**config.mk**
```make
export PLATFORM = sky130hd
export DESIGN_NAME = haar_pair_threshold_denoiser
export DESIGN_NICKNAME = d
export VERILOG_FILES = /design/src/hdl/hpt_pkg.sv /design/src/hdl/hpt_queue.sv /design/src/hdl/hpt_front.sv /design/src/hdl/hpt_back.sv /design/src/hdl/haar_pair_threshold_denoiser.sv
export SDC_FILE = /design/constraint.sdc
export NUM_CORES = 2
export LEC_CHECK = 0
export BUFFER_PORTS_ARGS = -buffer_cell sky130_fd_sc_hd__buf_2
export CAP_MARGIN = 30
export CORE_MARGIN = 2
export CORE_UTILIZATION = 55
export CTS_BUF_LIST = sky130_fd_sc_hd__clkbuf_4
export DETAILED_ROUTE_END_ITERATION = 6
export PLACE_DENSITY = 0.83
export RECOVER_POWER = 25
export SLEW_MARGIN = 20
export SYNTH_ARGS = -nofsm -noshare
export SYNTH_HDL_FRONTEND = slang
export SYNTH_HIERARCHICAL = 1
export SYNTH_SLANG_ARGS = --single-unit
```
**constraint.sdc**
```tcl
create_clock -name clk -period 13.1 [get_ports clk]
set_input_delay 1.965 -clock clk [delete_from_list [all_inputs] [get_ports clk]]
set_output_delay 1.965 -clock clk [all_outputs]
set_load 0.1 [all_outputs]
```
**src/hdl/hpt_pkg.sv**
```systemverilog
// Package for the Haar pair threshold denoiser: widths, defaults, queue status type.
// No dependencies.
`timescale 1ns / 1ps

package hpt_pkg;

	localparam int SAMPLE_WIDTH_DEF = 12;
	localparam int THRESH_W         = 13;
	localparam int COUNT_W          = 32;
	localparam int ABS_W            = 48;
	localparam int SQ_W             = 56;
	localparam int QUEUE_DEPTH      = 4;

	typedef struct packed {
		logic full;
		logic empty;
	} hpt_qstat_t;

endpackage

```
**src/hdl/hpt_queue.sv**
```systemverilog
// Short pair queue between the front and the back part.
// Depends on hpt_pkg.
`timescale 1ns / 1ps

module hpt_queue import hpt_pkg::*; #(
	parameter int ENTRY_W = 4 * SAMPLE_WIDTH_DEF + 3
) (
	input  logic               clk,
	input  logic               arst_n,
	input  logic               push,
	input  logic [ENTRY_W-1:0] push_data,
	input  logic               pop,
	output logic [ENTRY_W-1:0] head,
	output hpt_qstat_t         qstat
);

	localparam int PTR_W = (QUEUE_DEPTH > 1) ? $clog2(QUEUE_DEPTH) : 1;
	localparam int CNT_W = $clog2(QUEUE_DEPTH + 1);

	logic [ENTRY_W-1:0] entry_q [QUEUE_DEPTH];
	logic [PTR_W-1:0]   wr_ptr_q, rd_ptr_q;
	logic [CNT_W-1:0]   count_q;
	logic               do_push, do_pop;

	assign qstat.full  = (count_q == CNT_W'(QUEUE_DEPTH));
	assign qstat.empty = (count_q == '0);
	assign do_push     = push && !qstat.full;
	assign do_pop      = pop && !qstat.empty;
	assign head        = entry_q[rd_ptr_q];

	always_ff @(posedge clk) begin
		if (do_push) begin
			entry_q[wr_ptr_q] <= push_data;
		end
	end

	always_ff @(posedge clk or negedge arst_n) begin
		if (!arst_n) begin
			wr_ptr_q <= '0;
			rd_ptr_q <= '0;
			count_q  <= '0;
		end else begin
			if (do_push) begin
				wr_ptr_q <= (wr_ptr_q == PTR_W'(QUEUE_DEPTH - 1)) ? '0 : wr_ptr_q + 1'b1;
			end
			if (do_pop) begin
				rd_ptr_q <= (rd_ptr_q == PTR_W'(QUEUE_DEPTH - 1)) ? '0 : rd_ptr_q + 1'b1;
			end
			if (do_push && !do_pop) begin
				count_q <= count_q + 1'b1;
			end else if (do_pop && !do_push) begin
				count_q <= count_q - 1'b1;
			end
		end
	end

endmodule

```
**src/hdl/hpt_front.sv**
```systemverilog
// Front part: pairs incoming samples, forms Haar sum and difference, applies the threshold.
// Depends on hpt_pkg; feeds hpt_queue.
`timescale 1ns / 1ps

module hpt_front import hpt_pkg::*; #(
	parameter int SAMPLE_WIDTH = SAMPLE_WIDTH_DEF
) (
	input  logic                           clk,
	input  logic                           arst_n,
	input  logic                           in_valid,
	output logic                           in_stall,
	input  logic signed [SAMPLE_WIDTH-1:0] sample,
	input  logic [THRESH_W-1:0]            threshold,
	input  hpt_qstat_t                     qstat,
	output logic                           push,
	output logic [4*SAMPLE_WIDTH+2:0]      push_data
);

	localparam int SW    = SAMPLE_WIDTH;
	localparam int CMP_W = (SW + 1 > THRESH_W) ? SW + 1 : THRESH_W;

	logic                 have_first_q;
	logic signed [SW-1:0] held_q;
	logic                 accept;
	logic signed [SW:0]   x0_ext, x1_ext, sum_a, diff_d, neg_d, diff_kept;
	logic [SW:0]          mag_d;
	logic                 sup;

	assign in_stall = have_first_q && qstat.full;
	assign accept   = in_valid && !in_stall;

	assign x0_ext    = {held_q[SW-1], held_q};
	assign x1_ext    = {sample[SW-1], sample};
	assign sum_a     = x0_ext + x1_ext;
	assign diff_d    = x0_ext - x1_ext;
	assign neg_d     = -diff_d;
	assign mag_d     = diff_d[SW] ? neg_d : diff_d;
	assign sup       = CMP_W'(mag_d) < CMP_W'(threshold);
	assign diff_kept = sup ? '0 : diff_d;

	assign push      = accept && have_first_q;
	assign push_data = {sup, sum_a, diff_kept, held_q, sample};

	always_ff @(posedge clk or negedge arst_n) begin
		if (!arst_n) begin
			have_first_q <= 1'b0;
			held_q       <= '0;
		end else if (accept) begin
			have_first_q <= !have_first_q;
			if (!have_first_q) begin
				held_q <= sample;
			end
		end
	end

endmodule

```
**src/hdl/hpt_back.sv**
```systemverilog
// Back part: rebuilds the pair, measures error, keeps saturating counters and sums.
// Depends on hpt_pkg; drains hpt_queue.
`timescale 1ns / 1ps

module hpt_back import hpt_pkg::*; #(
	parameter int SAMPLE_WIDTH = SAMPLE_WIDTH_DEF
) (
	input  logic                           clk,
	input  logic                           arst_n,
	input  hpt_qstat_t                     qstat,
	input  logic [4*SAMPLE_WIDTH+2:0]      head,
	output logic                           pop,
	output logic                           out_valid,
	input  logic                           out_stall,
	output logic signed [SAMPLE_WIDTH-1:0] recon_first,
	output logic signed [SAMPLE_WIDTH-1:0] recon_second,
	output logic                           was_suppressed,
	output logic [COUNT_W-1:0]             pair_count,
	output logic [COUNT_W-1:0]             suppressed_count,
	output logic [ABS_W-1:0]               abs_error_sum,
	output logic [SQ_W-1:0]                sq_error_sum
);

	localparam int SW      = SAMPLE_WIDTH;
	localparam int SQ_ADD  = 2 * SW + 1;
	localparam int SQ_SUMW = ((SQ_ADD > SQ_W) ? SQ_ADD : SQ_W) + 1;

	function automatic logic signed [SW-1:0] sat_fn(input logic signed [SW+1:0] v);
		logic [2:0] top;
		top = v[SW+1:SW-1];
		if (top != 3'b000 && top != 3'b111) begin
			return v[SW+1] ? {1'b1, {(SW-1){1'b0}}} : {1'b0, {(SW-1){1'b1}}};
		end
		return v[SW-1:0];
	endfunction

	logic adv;

	// stage 1: entry from queue
	logic                 v_s1, sup_s1;
	logic signed [SW:0]   a_s1, dp_s1;
	logic signed [SW-1:0] x0_s1, x1_s1;
	// stage 2: rebuilt samples
	logic                 v_s2, sup_s2;
	logic signed [SW-1:0] x0_s2, x1_s2, y0_s2, y1_s2;
	// stage 3: error magnitudes
	logic                 v_s3, sup_s3;
	logic signed [SW-1:0] y0_s3, y1_s3;
	logic [SW-1:0]        m0_s3, m1_s3;
	// stage 4: squares
	logic                 v_s4, sup_s4;
	logic signed [SW-1:0] y0_s4, y1_s4;
	logic [SW:0]          abs_s4;
	logic [2*SW-1:0]      sq0_s4, sq1_s4;
	// stage 5: square sum
	logic                 v_s5, sup_s5;
	logic signed [SW-1:0] y0_s5, y1_s5;
	logic [SW:0]          abs_s5;
	logic [SQ_ADD-1:0]    sq_s5;

	logic                 out_valid_q;
	logic signed [SW+1:0] t0, t1, r0, r1, h0, h1;
	logic signed [SW:0]   e0, e1, ne0, ne1;
	logic [SW-1:0]        m0, m1;
	logic [ABS_W:0]       abs_sum;
	logic [SQ_SUMW-1:0]   sq_sum;

	assign adv       = !out_valid_q || !out_stall;
	assign pop       = adv && !qstat.empty;
	assign out_valid = out_valid_q;

	assign t0 = {a_s1[SW], a_s1} + {dp_s1[SW], dp_s1};
	assign t1 = {a_s1[SW], a_s1} - {dp_s1[SW], dp_s1};
	// ties away from zero: negative halves floor, non-negative halves round up
	assign r0 = t0[SW+1] ? t0 : t0 + (SW+2)'(1);
	assign r1 = t1[SW+1] ? t1 : t1 + (SW+2)'(1);
	assign h0 = r0 >>> 1;
	assign h1 = r1 >>> 1;

	assign e0  = {x0_s2[SW-1], x0_s2} - {y0_s2[SW-1], y0_s2};
	assign e1  = {x1_s2[SW-1], x1_s2} - {y1_s2[SW-1], y1_s2};
	assign ne0 = -e0;
	assign ne1 = -e1;
	assign m0  = e0[SW] ? ne0[SW-1:0] : e0[SW-1:0];
	assign m1  = e1[SW] ? ne1[SW-1:0] : e1[SW-1:0];

	assign abs_sum = {1'b0, abs_error_sum} + (ABS_W+1)'(abs_s5);
	assign sq_sum  = SQ_SUMW'(sq_error_sum) + SQ_SUMW'(sq_s5);

	always_ff @(posedge clk) begin
		if (adv) begin
			{sup_s1, a_s1, dp_s1, x0_s1, x1_s1} <= head;
			sup_s2 <= sup_s1;
			x0_s2  <= x0_s1;
			x1_s2  <= x1_s1;
			y0_s2  <= sat_fn(h0);
			y1_s2  <= sat_fn(h1);
			sup_s3 <= sup_s2;
			y0_s3  <= y0_s2;
			y1_s3  <= y1_s2;
			m0_s3  <= m0;
			m1_s3  <= m1;
			sup_s4 <= sup_s3;
			y0_s4  <= y0_s3;
			y1_s4  <= y1_s3;
			abs_s4 <= {1'b0, m0_s3} + {1'b0, m1_s3};
			sq0_s4 <= (2*SW)'(m0_s3) * (2*SW)'(m0_s3);
			sq1_s4 <= (2*SW)'(m1_s3) * (2*SW)'(m1_s3);
			sup_s5 <= sup_s4;
			y0_s5  <= y0_s4;
			y1_s5  <= y1_s4;
			abs_s5 <= abs_s4;
			sq_s5  <= SQ_ADD'(sq0_s4) + SQ_ADD'(sq1_s4);
			if (v_s5) begin
				recon_first    <= y0_s5;
				recon_second   <= y1_s5;
				was_suppressed <= sup_s5;
			end
		end
	end

	always_ff @(posedge clk or negedge arst_n) begin
		if (!arst_n) begin
			v_s1             <= 1'b0;
			v_s2             <= 1'b0;
			v_s3             <= 1'b0;
			v_s4             <= 1'b0;
			v_s5             <= 1'b0;
			out_valid_q      <= 1'b0;
			pair_count       <= '0;
			suppressed_count <= '0;
			abs_error_sum    <= '0;
			sq_error_sum     <= '0;
		end else if (adv) begin
			v_s1        <= !qstat.empty;
			v_s2        <= v_s1;
			v_s3        <= v_s2;
			v_s4        <= v_s3;
			v_s5        <= v_s4;
			out_valid_q <= v_s5;
			if (v_s5) begin
				if (pair_count != '1) begin
					pair_count <= pair_count + 1'b1;
				end
				if (sup_s5 && suppressed_count != '1) begin
					suppressed_count <= suppressed_count + 1'b1;
				end
				abs_error_sum <= abs_sum[ABS_W] ? '1 : abs_sum[ABS_W-1:0];
				sq_error_sum  <= (sq_sum[SQ_SUMW-1:SQ_W] != '0) ? '1 : sq_sum[SQ_W-1:0];
			end
		end
	end

endmodule

```
**src/hdl/haar_pair_threshold_denoiser.sv**
```systemverilog
// Top level of the Haar pair threshold denoiser: threshold register, front, queue, back.
// Depends on hpt_pkg, hpt_front, hpt_queue, hpt_back.
//
//   channel  | handshake             | payload
//   ---------+-----------------------+--------------------------------------------
//   input    | in_valid / in_stall   | sample
//   output   | out_valid / out_stall | recon_first, recon_second, was_suppressed,
//            |                       | pair_count, suppressed_count, abs/sq sums
//   config   | cfg_we                | cfg_wdata (threshold)
//
// One sample per cycle while in_stall is low; a result every second sample, via the
// queue and the back stages. Back pipeline (5 stages + output register)
// advances as one unit, gated by the output register. A 4-entry pair queue lets the
// front keep taking samples while the back is stalled; only a second sample meeting a
// full queue is stalled. Reset clears the pair phase, threshold, counters, sums.
`timescale 1ns / 1ps

module haar_pair_threshold_denoiser import hpt_pkg::*; #(
	parameter int SAMPLE_WIDTH = SAMPLE_WIDTH_DEF
) (
	input  logic                           clk,
	input  logic                           arst_n,
	input  logic                           cfg_we,
	input  logic [THRESH_W-1:0]            cfg_wdata,
	input  logic                           in_valid,
	output logic                           in_stall,
	input  logic signed [SAMPLE_WIDTH-1:0] sample,
	output logic                           out_valid,
	input  logic                           out_stall,
	output logic signed [SAMPLE_WIDTH-1:0] recon_first,
	output logic signed [SAMPLE_WIDTH-1:0] recon_second,
	output logic                           was_suppressed,
	output logic [COUNT_W-1:0]             pair_count,
	output logic [COUNT_W-1:0]             suppressed_count,
	output logic [ABS_W-1:0]               abs_error_sum,
	output logic [SQ_W-1:0]                sq_error_sum
);

	localparam int ENTRY_W = 4 * SAMPLE_WIDTH + 3;

	logic [THRESH_W-1:0] threshold_q;
	hpt_qstat_t          qstat;
	logic                push, pop;
	logic [ENTRY_W-1:0]  push_data, head;

	always_ff @(posedge clk or negedge arst_n) begin
		if (!arst_n) begin
			threshold_q <= '0;
		end else if (cfg_we) begin
			threshold_q <= cfg_wdata;
		end
	end

	hpt_front #(.SAMPLE_WIDTH(SAMPLE_WIDTH)) u_front (
		.clk       (clk),
		.arst_n    (arst_n),
		.in_valid  (in_valid),
		.in_stall  (in_stall),
		.sample    (sample),
		.threshold (threshold_q),
		.qstat     (qstat),
		.push      (push),
		.push_data (push_data)
	);

	hpt_queue #(.ENTRY_W(ENTRY_W)) u_queue (
		.clk       (clk),
		.arst_n    (arst_n),
		.push      (push),
		.push_data (push_data),
		.pop       (pop),
		.head      (head),
		.qstat     (qstat)
	);

	hpt_back #(.SAMPLE_WIDTH(SAMPLE_WIDTH)) u_back (
		.clk              (clk),
		.arst_n           (arst_n),
		.qstat            (qstat),
		.head             (head),
		.pop              (pop),
		.out_valid        (out_valid),
		.out_stall        (out_stall),
		.recon_first      (recon_first),
		.recon_second     (recon_second),
		.was_suppressed   (was_suppressed),
		.pair_count       (pair_count),
		.suppressed_count (suppressed_count),
		.abs_error_sum    (abs_error_sum),
		.sq_error_sum     (sq_error_sum)
	);

endmodule

```
==> results.toml <==
[sta]
tns_ps = 0
final_hold_viol_count = 0
rsz0062_at_grt = "false"
worst_pin_slew_ps = 4300
setup_violations = 0
slew_headroom_pct = -187
period_needed_ps = 6730
clock_skew_ps = 72.1
drv_slew = 198
fmax_mhz = 149
post-route-period-util_pct = 51.4

[route]
drt_iter0_markers = 1869
drt_first_pass_iters = 7
vias = 28600
wire_per_inst_um = 17.5
wirelength_mm = 89.8
drc = 1
ant_nets = 0
vias_per_cell = 5.56

[global_routing]
grt_pass1_vias = 29000
overflow = 0
grtUsageTotal_pct = 22.4
use_met3_pct = 4.63
grt_pass1_wl_mm = 146
grt_busiest_layer = "met2"
grtUsageMet2_pct = 38.5
grt_use_met1_pct = 27.7
grt_max_degree = 81
antenna_found_initial = 4

[clock_network]
clockBufferDepth = 3
clk_latency_ps = 1050
postCtsSetupRepairBufs = 0
hold_buffers = 0
cts_resized = 0
root_buffer = "clkbuf_4"
clock_sinks = 732
cts_tree = "yes"
path_clk_slew_ps = 70
htree_levels = 4
numCtsBuffers = 182

[setup_path]
slowest_stage = "nand2_1"
cp_max_fo = 69
crit_chain = "clkbuf_1 -> nand2_1 -> nand2_1 -> a41oi_1 -> nand4_1 -> nor4_1 -> and2_1 -> nand3_1 -> xnor2_1"
endpoint_kind = "register"
cp_slowest_stage_delay_ps = 2070
start_kind = "input pin"
worstPathArrival_ps = 7610
crit_type = "input pin to register"
reg2reg_to = "u_back/sq1_s4[22]$_DFFE_PN_"
crit_top_cell = "nand2_1"
cp.required_ps = 13980
rrSetupSlack_ps = 7020
r2r.worst_path.cells = 19
rr_startpoint = "u_back/m1_s3[1]$_DFFE_PN_"

[yosys]
synth_edf_count = 525
syn_area_um2 = 43300
async_flop_share_pct = 28.3
syn_area_per_cell_um2 = 11.9
ys_types = 115
synth_warnings = 6
ys_ff_latch = 732
synth_seq_area_share_pct = 48.4
syn_inst = 3637
synthFlopType = "edfxtp_1"
syn_nets = 4129

[place]
hpwl_mm = 65.2
port_buffers = 224
place_congestion = 0.906

[floorplanning]
row_count = 102
die_area_um2 = 81000
core-area_um2 = 77700
initial_core_util_pct = 55.7
die_y_um = 285
design.portCount = 225
fp.dieW_um = 285

[cells_and_area]
num-nets-final = 4455
most-common-layout-cells = "edfxtp_1 (525), inv_1 (440), ha_1 (289), clkbuf_4 (273), nand2_1 (223)"
drive_gt1_share_pct = 16.3
area_growth_pct = 9.99
layout_commonest_cell = "edfxtp_1"

[hold_path]
holdCritStartpoint = "u_back/y0_s5[8]$_DFFE_PN_"
hold_path.class = "register to register"
holdPathStages = 0
hold_end = "u_back/recon_first[8]$_DFFE_PP_"

[run]
maxCapViolCount = 3

[outcome]
violations = "design-rule violations, max-capacitance violations, max-slew violations"
status = "finished with violations"
## logic make-up after synthesis
group	share of synthesized area, %
simple gates	10.9
flops	48.4
compound gates	9.49
buf+inv	5.20
fa+ha+maj	16.4
xor+xnor	5.84
mux	3.81
## layout make-up
class / instances / area [µm²]
well taps: 1040 / 1300
clock buffers: 273 / 2050
repair buffers: 245 / 1270
fillers: 6026 / 30100
multi-input cells: 2358 / 20100
inverters: 444 / 1670
clock inverters: 47 / 303
diodes: 4 / 10.0
flip-flops and latches: 732 / 20900
## critical path: cells and delay by family
kind            cells  cell delay (ps)
xor+xnor            1              140
buf+inv             1               90
simple gates        6             4500
compound gates      1              870
## metal layers
layer	routed length, µm	share of wire [%]
met3	4720	5.3
met4	3150	3.5
met2	45300	50
met5	29	0.032
met1	36600	41
## registers in the layout, summed over array words and instances (netlist names), 13 cells and up
signal / count
u_queue/entry_q: 204
u_back/sq_error_sum: 56
u_back/abs_error_sum: 48
u_back/pair_count: 32
u_back/suppressed_count: 32
u_back/sq_s5: 25
u_back/sq0_s4: 23
u_back/sq1_s4: 23
threshold_q: 13
u_back/a_s1: 13
u_back/abs_s4: 13
u_back/abs_s5: 13
u_back/dp_s1: 13
## stage by stage
stage | cells | area [µm²] | setup slack [ps] | hold slack, ps | util (%)
4_1_cts | 5137 | 47700 | 7100 | 393 | 61.3
5_1_grt | 5143 | 47600 | 5760 | 392 | 61.3
2_1_floorplan | 3637 | 43300 | 1310 | 400 | -
3_3_place_gp | 4816 | 45300 | 7160 | 401 | 58.3
6_report | 5143 | 47600 | 6370 | 382 | 61.3
3_5_place_dp | 4817 | 45300 | 7020 | 405 | 58.3
## synth_stat cells, drive strengths merged, types with 76 or more instances
library cell  count  area (µm²)
a21oi           154         801
and2             96         603
dfrtp           207        5180
edfxtp          525       15800
fa              173        3460
ha              289        3620
inv             443        1660
nand2           224         843
nand3            86         443
nor2            212         798
nor3             83         420
o21ai           115         587
xnor2           210        1860
xor2             76         666
## worst max path at each step
stage / startpoint / to / slack (ps) / depth (start not counted)
floorplan: out_stall / u_back/pair_count[27]$_DFFE_PN0P_ / 1310 / 9
global placement: sample[0] / u_queue/entry_q[0][26]$_DFFE_PP_ / 7160 / 19
detailed placement: sample[0] / u_queue/entry_q[1][32]$_DFFE_PP_ / 7020 / 18
CTS: u_back/m0_s3[8]$_DFFE_PN_ / u_back/sq0_s4[23]$_DFFE_PN_ / 7100 / 19
global route: out_stall / u_back/pair_count[27]$_DFFE_PN0P_ / 5760 / 9
finish: out_stall / u_back/pair_count[27]$_DFFE_PN0P_ / 6370 / 9
Power is not shown: default switching activity piles up to over one toggle a cycle in this logic, so the estimate is an artifact.
